## config.mk

```make
export PLATFORM = sky130hd
export DESIGN_NAME = rational_arithmetic_unit
export DESIGN_NICKNAME = d
export VERILOG_FILES = /design/src/sv/rau_pkg.sv /design/src/sv/rau_unit.sv /design/src/sv/rational_arithmetic_unit.sv
export SDC_FILE = /design/constraint.sdc
export NUM_CORES = 2
export LEC_CHECK = 0
export BUFFER_PORTS_ARGS = -buffer_cell sky130_fd_sc_hd__buf_2
export CAP_MARGIN = 40
export CORE_UTILIZATION = 50
export DETAILED_ROUTE_END_ITERATION = 6
export PLACE_DENSITY = 0.64
export SLEW_MARGIN = 5
export SYNTH_ARGS = -nofsm -noshare
export SYNTH_HDL_FRONTEND = slang
export SYNTH_SLANG_ARGS = --single-unit
```

## constraint.sdc

```tcl
create_clock -name clk -period 18.9 [get_ports clk]
set_input_delay 2.835 -clock clk [delete_from_list [all_inputs] [get_ports clk]]
set_output_delay 2.835 -clock clk [all_outputs]
set_load 0.05 [all_outputs]
```

## src/sv/rau_pkg.sv

```systemverilog
// shared types and constants for the fraction arithmetic unit
package rau_pkg;

	localparam logic [2:0] OP_ADD  = 3'd0;
	localparam logic [2:0] OP_SUB  = 3'd1;
	localparam logic [2:0] OP_MUL  = 3'd2;
	localparam logic [2:0] OP_DIV  = 3'd3;
	localparam logic [2:0] OP_GT   = 3'd4;
	localparam logic [2:0] OP_EQ   = 3'd5;
	localparam logic [2:0] OP_NZ   = 3'd6;
	localparam logic [2:0] OP_NONE = 3'd7;

	localparam int IN_W  = 131;
	localparam int OUT_W = 67;

	// shared unit commands
	localparam logic [1:0] UOP_MUL = 2'd0;
	localparam logic [1:0] UOP_REM = 2'd1;
	localparam logic [1:0] UOP_DIV = 2'd2;

	typedef struct packed {
		logic       start;
		logic [1:0] uop;
	} rau_cmd_t;

	typedef struct packed {
		logic busy;
		logic done;
	} rau_sts_t;

endpackage

```

## src/sv/rau_unit.sv

```systemverilog
// shared shift-add multiplier and restoring divider, one bit per cycle
module rau_unit #(
	parameter int WIDTH = 32
) (
	input  logic                 clk,
	input  logic                 arst_n,
	input  rau_pkg::rau_cmd_t    cmd,
	input  logic [WIDTH-1:0]     opa,
	input  logic [WIDTH-1:0]     opb,
	output rau_pkg::rau_sts_t    sts,
	output logic [2*WIDTH-1:0]   prod,
	output logic [WIDTH-1:0]     quo,
	output logic [WIDTH-1:0]     rem
);

	localparam int CW = $clog2(WIDTH + 1);

	logic [CW-1:0]      cnt_q;
	logic               busy_q;
	logic               done_q;
	logic               mul_q;
	logic [2*WIDTH-1:0] acc_q;
	logic [WIDTH-1:0]   a_q;
	logic [WIDTH-1:0]   b_q;
	logic [WIDTH:0]     trial;
	logic [WIDTH:0]     rsh;

	assign rsh   = {acc_q[2*WIDTH-1:WIDTH], a_q[WIDTH-1]};
	assign trial = rsh - {1'b0, b_q};

	always_ff @(posedge clk or negedge arst_n) begin
		if (!arst_n) begin
			cnt_q  <= '0;
			busy_q <= 1'b0;
			done_q <= 1'b0;
			mul_q  <= 1'b0;
		end else begin
			done_q <= !cmd.start && busy_q && (cnt_q == CW'(1));
			if (cmd.start) begin
				busy_q <= 1'b1;
				cnt_q  <= CW'(WIDTH);
				mul_q  <= (cmd.uop == rau_pkg::UOP_MUL);
			end else if (busy_q) begin
				cnt_q <= cnt_q - 1'b1;
				if (cnt_q == CW'(1))
					busy_q <= 1'b0;
			end
		end
	end

	always_ff @(posedge clk) begin
		if (cmd.start) begin
			acc_q <= '0;
			a_q   <= opa;
			b_q   <= opb;
		end else if (busy_q) begin
			if (mul_q) begin
				// add then shift right, multiplier bits from lsb
				acc_q <= ({1'b0, acc_q[2*WIDTH-1:WIDTH]} + (a_q[0] ? {1'b0, b_q} : '0))
					<< (WIDTH - 1) | {{WIDTH{1'b0}}, acc_q[WIDTH-1:1]};
				a_q   <= a_q >> 1;
			end else begin
				// restoring division, quotient bits collect in the low half
				if (!trial[WIDTH])
					acc_q[2*WIDTH-1:WIDTH] <= trial[WIDTH-1:0];
				else
					acc_q[2*WIDTH-1:WIDTH] <= rsh[WIDTH-1:0];
				acc_q[WIDTH-1:0] <= {acc_q[WIDTH-2:0], ~trial[WIDTH]};
				a_q <= a_q << 1;
			end
		end
	end

	assign sts.busy = busy_q;
	assign sts.done = done_q;
	assign prod     = acc_q;
	assign quo      = acc_q[WIDTH-1:0];
	assign rem      = acc_q[2*WIDTH-1:WIDTH];

endmodule

```

## src/sv/rational_arithmetic_unit.sv

```systemverilog
// fraction arithmetic unit top level: sequencer around one shared mul/div unit
//  channel | dir | payload
//  s_axis  | in  | opcode, a_num, a_den, b_num, b_den
//  m_axis  | out | res_num, res_den, truth, div_by_zero, overflow
// an item runs up to three products, one remainder step per euclid iteration
// and two divisions, all in turn on the single shared unit.
// s_axis_tready is low from acceptance until the result is taken.
// reset clears the sequencer and output valid.
module rational_arithmetic_unit #(
	parameter int WIDTH = 32
) (
	input  logic                         clk,
	input  logic                         arst_n,
	input  logic                         s_axis_tvalid,
	output logic                         s_axis_tready,
	// opcode[2:0], a_num, a_den, b_num, b_den, zero fill
	input  logic [8*((rau_pkg::IN_W+7)/8)-1:0]  s_axis_tdata,
	output logic                         m_axis_tvalid,
	input  logic                         m_axis_tready,
	// res_num, res_den, truth, div_by_zero, overflow, zero fill
	output logic [8*((rau_pkg::OUT_W+7)/8)-1:0] m_axis_tdata
);

	localparam int W = WIDTH;
	localparam int OB = 8 * ((rau_pkg::OUT_W + 7) / 8);

	localparam logic [3:0] ST_IDLE = 4'd0;
	localparam logic [3:0] ST_M1   = 4'd1;
	localparam logic [3:0] ST_M2   = 4'd2;
	localparam logic [3:0] ST_M3   = 4'd3;
	localparam logic [3:0] ST_COMB = 4'd4;
	localparam logic [3:0] ST_GCD  = 4'd5;
	localparam logic [3:0] ST_D1   = 4'd6;
	localparam logic [3:0] ST_D2   = 4'd7;
	localparam logic [3:0] ST_OUT  = 4'd8;
	localparam logic [3:0] ST_WAIT = 4'd9;

	logic [3:0]   state_q;
	logic         wait_q;
	logic [2:0]   op_q;
	logic [W-1:0] an_q, ad_q, bn_q, bd_q;
	logic [W-1:0] rn_q, rd_q, x_q, y_q;
	logic [2*W-1:0] p1_q, p2_q;
	logic         ovf_q, truth_q, dz_q;
	logic [31:0]  on_q, od_q;
	logic         ovalid_q;

	rau_pkg::rau_cmd_t cmd;
	rau_pkg::rau_sts_t sts;
	logic [W-1:0] opa, opb, quo, rem;
	logic [2*W-1:0] prod;

	rau_unit #(.WIDTH(W)) u_unit (
		.clk(clk), .arst_n(arst_n), .cmd(cmd), .opa(opa), .opb(opb),
		.sts(sts), .prod(prod), .quo(quo), .rem(rem)
	);

	function automatic logic [W-1:0] in_w(input logic [31:0] v);
		logic [63:0] e;
		e = {{32{v[31]}}, v};
		return e[W-1:0];
	endfunction

	function automatic logic [W-1:0] mag(input logic [W-1:0] v);
		return v[W-1] ? (~v + 1'b1) : v;
	endfunction

	function automatic logic [31:0] out32(input logic [W-1:0] v);
		logic [63:0] e;
		e = {{(64-W){v[W-1]}}, v};
		return e[31:0];
	endfunction

	// signed wrap and overflow of a magnitude product
	function automatic logic [W:0] fixp(input logic [2*W-1:0] p, input logic neg);
		logic [W-1:0] lo;
		logic         o;
		lo = neg ? (~p[W-1:0] + 1'b1) : p[W-1:0];
		o  = (p[2*W-1:W] != '0) ||
		     (neg ? (p[W-1:0] > {1'b1, {(W-1){1'b0}}}) : p[W-1]);
		return {o, lo};
	endfunction

	// divide by a zero fraction on the incoming transaction
	logic div0_in;
	assign div0_in = (s_axis_tdata[2:0] == rau_pkg::OP_DIV) &&
		(in_w(s_axis_tdata[98:67]) == '0);

	logic [W:0] f1, f2, f3;
	logic [W-1:0] sum, dif;
	logic neg1, neg2, neg3;

	always_comb begin
		unique case (op_q)
			rau_pkg::OP_MUL: begin
				neg1 = an_q[W-1] ^ bn_q[W-1];
				neg2 = ad_q[W-1] ^ bd_q[W-1];
			end
			rau_pkg::OP_DIV: begin
				neg1 = an_q[W-1] ^ bd_q[W-1];
				neg2 = ad_q[W-1] ^ bn_q[W-1];
			end
			default: begin
				neg1 = an_q[W-1] ^ bd_q[W-1];
				neg2 = bn_q[W-1] ^ ad_q[W-1];
			end
		endcase
		neg3 = ad_q[W-1] ^ bd_q[W-1];
	end

	assign f1  = fixp(p1_q, neg1);
	assign f2  = fixp(p2_q, neg2);
	assign f3  = fixp(prod, neg3);
	assign sum = f1[W-1:0] + f2[W-1:0];
	assign dif = f1[W-1:0] - f2[W-1:0];

	// exact compare of |p1|,|p2| with signs
	logic s1, s2, z1, z2, cgt, ceq, flip;
	always_comb begin
		z1   = (p1_q == '0);
		z2   = (p2_q == '0);
		s1   = neg1 && !z1;
		s2   = neg2 && !z2;
		ceq  = (s1 == s2) && (p1_q == p2_q);
		if (s1 != s2) cgt = s2;
		else cgt = s1 ? (p1_q < p2_q) : (p1_q > p2_q);
		flip = ad_q[W-1] ^ bd_q[W-1];
	end

	logic [W-1:0] g;
	assign g = x_q + y_q;

	always_comb begin
		cmd.start = 1'b0;
		cmd.uop   = rau_pkg::UOP_MUL;
		opa = '0;
		opb = '0;
		unique case (state_q)
			ST_M1: begin
				cmd.start = !wait_q;
				opa = mag(an_q);
				opb = (op_q == rau_pkg::OP_MUL) ? mag(bn_q) : mag(bd_q);
			end
			ST_M2: begin
				cmd.start = !wait_q;
				opa = (op_q == rau_pkg::OP_MUL || op_q == rau_pkg::OP_DIV) ? mag(ad_q)
					: mag(bn_q);
				opb = (op_q == rau_pkg::OP_MUL) ? mag(bd_q)
					: (op_q == rau_pkg::OP_DIV) ? mag(bn_q) : mag(ad_q);
			end
			ST_M3: begin
				cmd.start = !wait_q;
				opa = mag(ad_q);
				opb = mag(bd_q);
			end
			ST_GCD: begin
				cmd.start = !wait_q && x_q != '0 && y_q != '0;
				cmd.uop   = rau_pkg::UOP_REM;
				opa = (x_q > y_q) ? x_q : y_q;
				opb = (x_q > y_q) ? y_q : x_q;
			end
			ST_D1: begin
				cmd.start = !wait_q;
				cmd.uop   = rau_pkg::UOP_DIV;
				opa = mag(rn_q);
				opb = g;
			end
			ST_D2: begin
				cmd.start = !wait_q;
				cmd.uop   = rau_pkg::UOP_DIV;
				opa = mag(rd_q);
				opb = g;
			end
			default: ;
		endcase
	end

	always_ff @(posedge clk or negedge arst_n) begin
		if (!arst_n) begin
			state_q  <= ST_IDLE;
			wait_q   <= 1'b0;
			ovalid_q <= 1'b0;
		end else begin
			if (cmd.start) wait_q <= 1'b1;
			if (sts.done) wait_q <= 1'b0;
			unique case (state_q)
				ST_IDLE: if (s_axis_tvalid) begin
					unique case (s_axis_tdata[2:0]) inside
						rau_pkg::OP_NZ, rau_pkg::OP_NONE: state_q <= ST_OUT;
						rau_pkg::OP_DIV: state_q <= div0_in ? ST_OUT : ST_M1;
						default: state_q <= ST_M1;
					endcase
				end
				ST_M1: if (sts.done) state_q <= ST_M2;
				ST_M2: if (sts.done) state_q <= (op_q == rau_pkg::OP_ADD ||
					op_q == rau_pkg::OP_SUB) ? ST_M3 : ST_COMB;
				ST_M3: if (sts.done) state_q <= ST_COMB;
				ST_COMB: state_q <= (op_q == rau_pkg::OP_GT || op_q == rau_pkg::OP_EQ)
					? ST_OUT : ST_GCD;
				ST_GCD: if (!wait_q && (x_q == '0 || y_q == '0) && !sts.done)
					state_q <= (rn_q == '0 || g == '0 || g[W-1]) ? ST_OUT : ST_D1;
				ST_D1: if (sts.done) state_q <= ST_D2;
				ST_D2: if (sts.done) state_q <= ST_OUT;
				ST_OUT: begin
					state_q  <= ST_WAIT;
					ovalid_q <= 1'b1;
				end
				ST_WAIT: if (m_axis_tready) begin
					ovalid_q <= 1'b0;
					state_q  <= ST_IDLE;
				end
				default: state_q <= ST_IDLE;
			endcase
		end
	end

	always_ff @(posedge clk) begin
		unique case (state_q)
			ST_IDLE: begin
				op_q    <= s_axis_tdata[2:0];
				an_q    <= in_w(s_axis_tdata[34:3]);
				ad_q    <= in_w(s_axis_tdata[66:35]);
				bn_q    <= in_w(s_axis_tdata[98:67]);
				bd_q    <= in_w(s_axis_tdata[130:99]);
				ovf_q   <= 1'b0;
				truth_q <= (s_axis_tdata[2:0] == rau_pkg::OP_NZ) &&
					(in_w(s_axis_tdata[34:3]) != '0);
				dz_q    <= div0_in;
				rn_q    <= div0_in ? in_w(s_axis_tdata[34:3]) : '0;
				rd_q    <= div0_in ? in_w(s_axis_tdata[66:35]) : '0;
			end
			ST_M1: if (sts.done) p1_q <= prod;
			ST_M2: if (sts.done) p2_q <= prod;
			ST_M3: if (sts.done) begin
				rd_q  <= f3[W-1:0];
				ovf_q <= f3[W];
			end
			ST_COMB: begin
				if (op_q == rau_pkg::OP_GT || op_q == rau_pkg::OP_EQ) begin
					if (ad_q != '0 && bd_q != '0)
						truth_q <= (op_q == rau_pkg::OP_EQ) ? ceq
							: (flip ? (!cgt && !ceq) : cgt);
				end else begin
					if (op_q == rau_pkg::OP_ADD) begin
						rn_q  <= sum;
						ovf_q <= ovf_q | f1[W] | f2[W] |
							(f1[W-1] == f2[W-1] && sum[W-1] != f1[W-1]);
						x_q <= mag(sum);
					end else if (op_q == rau_pkg::OP_SUB) begin
						rn_q  <= dif;
						ovf_q <= ovf_q | f1[W] | f2[W] |
							(f1[W-1] != f2[W-1] && dif[W-1] != f1[W-1]);
						x_q <= mag(dif);
					end else begin
						rn_q  <= f1[W-1:0];
						rd_q  <= f2[W-1:0];
						ovf_q <= f1[W] | f2[W];
						x_q   <= mag(f1[W-1:0]);
					end
					y_q <= (op_q == rau_pkg::OP_ADD || op_q == rau_pkg::OP_SUB)
						? mag(rd_q) : mag(f2[W-1:0]);
				end
			end
			ST_GCD: if (sts.done) begin
				if (x_q > y_q) x_q <= rem;
				else y_q <= rem;
			end
			ST_D1: if (sts.done) rn_q <= rn_q[W-1] ? (~quo + 1'b1) : quo;
			ST_D2: if (sts.done) rd_q <= rd_q[W-1] ? (~quo + 1'b1) : quo;
			ST_OUT: begin
				on_q <= out32(rn_q);
				od_q <= out32(rd_q);
			end
			default: ;
		endcase
	end

	assign s_axis_tready = (state_q == ST_IDLE);
	assign m_axis_tvalid = ovalid_q;
	assign m_axis_tdata  = {{(OB - rau_pkg::OUT_W){1'b0}}, ovf_q, dz_q, truth_q, od_q, on_q};

endmodule

```

==> results.json <==
{
  "status": "finished, violations left",
  "violations": "DRC",
  "skew_ns": 0.0471,
  "antenna_found_initial": 13,
  "num_vias": 46299,
  "fin_tns_setup_ns": 0,
  "port_buffers": 203,
  "ant_nets": 0,
  "gr-usage-met2_pct": 62.6,
  "drtIter0Drc": 6804,
  "grt_max_degree": 134,
  "multiInputGateArea_um2": 28600,
  "rows": 113,
  "final_common_cell": "edfxtp_1",
  "grt_overflow": 0,
  "htree_levels": 3,
  "crit_path_end_kind": "flop",
  "cts_buffers": 68,
  "synth_edf_count": 518,
  "grt_usage_pct": 42.6,
  "crit_path_max_incr_delay_ns": 0.80,
  "synthTopCellsByArea": "edfxtp_1, ha_1, xnor2_1",
  "syn-instance-count": 5455,
  "fillers": 8806,
  "crit_buf_inv": 5,
  "final_max_slew_viol_count": 0,
  "rsz0062_at_grt": "no",
  "fmax_ghz": 0.113,
  "place_congestion": 1.06,
  "die_area_um2": 97200,
  "critical_path_cell_count": 27,
  "cts_hold_buf": 0,
  "grt_pass1_vias": 41611,
  "layout.nets": 5946,
  "core_um2": 95000,
  "die_h_um": 312,
  "areaGrowthSynthToFinish_pct": 10.3,
  "hold_class": "flop to flop",
  "drt_wl_total_mm": 214,
  "min_path_cells": 2,
  "cts.sink_count": 597,
  "postCtsResizedCells": 0,
  "setup_slack_ns": 10.03,
  "worstPathMaxFanout": 49,
  "maxCapViolCount": 0,
  "cts-root-buf": "clkbuf_16",
  "worst_path_max_delay_cell": "a221oi_1",
  "min_period_ns": 8.87,
  "r2r.worst_path.cells": 27,
  "tritoncts": "done",
  "insertion_delay_ns": 0.68,
  "path_delay_family": "simple AND/OR/NAND/NOR gates",
  "first_pass_iters": 7,
  "max-clock-path-buffers": 3,
  "crit_required_ns": 19.28,
  "grt_pass1_wl_mm": 298,
  "dpl.hpwl_mm": 167,
  "cts_setup_buffers": 0,
  "vias_per_cell": 6.73,
  "setup_violations": 0,
  "drive_above_1_share_pct": 10.3,
  "ys_seq_area_share_pct": 35.9,
  "period_share_pct": 46.9,
  "path_class": "flop to flop",
  "clk_pin_slew_worst_paths_ns": 0.06,
  "slew_headroom_pct": 24.8,
  "grt_use_met1_pct": 55.7,
  "hold_viol_final": 0,
  "drc": 4,
  "start_util_pct": 50.5,
  "layout_common_cells": "edfxtp_1, nor2_1, a21oi_1",
  "ys_seq_elements": 597,
  "syn_avg_cell_area_um2": 8.79,
  "synth_top_cell_by_area": "edfxtp_1",
  "synth_top_area_share_pct": 32.4,
  "yosys_warnings": 0,
  "syn-cell-area_um2": 48000,
  "start_kind": "flop",
  "die_w_um": 312,
  "wl_per_cell_um": 31.1,
  "arrival_ns": 9.25,
  "grt.busiest_layer": "met2",
  "worst_pin_slew_ns": 1.12,
  "regArea_um2": 17200,
  "synthFlopType": "edfxtp_1",
  "ys_async_sr_fraction_pct": 2.51,
  "dp_slack_ns": 10.38,
  "path_common_cell": "buf_4",
  "io_pins": 214,
  "synth_cell_types": 120,
  "met3_usage_pct": 10.0
}
-- metal layers --
layer	up-vias	share of wire, %
met1	22231	38
met2	3015	42
met4	14	8.1
met5	-	0.045
met3	621	12
li1	20418	-
-- final timing paths --
path                                 start               to  slack, ns
max                                op_q[0]          x_q[16]      10.03
min                        u_unit.cnt_q[5]  u_unit.cnt_q[5]       0.52
max reg2reg                        op_q[0]          x_q[16]      10.03
min reg2reg                u_unit.cnt_q[5]  u_unit.cnt_q[5]       0.52
max in group asynchronous           arst_n    u_unit.busy_q      16.35
min in group asynchronous           arst_n       state_q[1]       2.13
-- logic make-up (layout without fill, tap and decap cells) --
kind of cell	after synthesis	after routing	share of synthesized area, %
AO/OA/AOI/OAI	1657	1657	22.5
XOR/XNOR	533	533	10.4
adder cells (fa/ha/maj)	252	252	6.64
buffers and inverters	605	754	4.93
flip-flops	597	597	35.9
multiplexers	133	133	2.81
other	1	7	0.00782
AND/OR/NAND/NOR	1677	1677	16.9
-- through the flow --
| step | util, % | std cells | instance area, um^2 | hold WS [ns] |
|---|---|---|---|---|
| after floorplan | - | 5459 | 48000 | 0.424 |
| after global placement | 53.0 | 6719 | 50400 | 0.501 |
| after detailed placement | 53.3 | 6746 | 50700 | 0.497 |
| after CTS | 55.7 | 6868 | 52900 | 0.509 |
| after global routing | 55.7 | 6873 | 52900 | 0.533 |
| final | 55.7 | 6875 | 52900 | 0.521 |
-- Yosys cell counts (32+ instances only) --
library cell,instances
o211ai_1,45
a21o_1,79
nand4_1,62
nor3_1,136
clkbuf_1,255
mux2i_1,120
a22oi_1,35
nand3_1,73
dfxtp_1,64
or3_1,106
nand2b_1,57
nand2_1,430
nor2b_1,32
and2_1,54
xnor2_1,317
a221oi_1,41
a211oi_1,97
o22ai_1,48
nor4_1,96
inv_1,288
a31oi_1,42
xor2_1,188
edfxtp_1,518
ha_1,245
o21ai_0,395
o221ai_1,75
a21oi_1,448
o31ai_1,70
nor2_1,500
-- layout make-up --
class                           instances  share of cell area (%)
Antenna cell                            2                 0.00946
Clock buffer                           85                    3.39
Clock inverter                         37                   0.820
Inverter                              294                    2.09
Multi-Input combinational cell       4257                    54.1
Sequential cell                       597                    32.5
Tap cell                             1265                    2.99
Timing Repair Buffer                  338                    4.06
-- worst register-to-register path: cells and delay by family (launching register included) --
kind                       cells  cell delay, ns
AOI/OAI and AO/OA              9            2.67
xor gates and xnor gates       2            0.56
adders and majority gates      1            0.37
buffers and inverters          5            1.60
DFF                            1            0.33
and+or+nand+nor               10            3.04
Power is left out: the tool's default activity adds up to more than one toggle a clock period on the data nets, which glitch-free logic cannot reach.
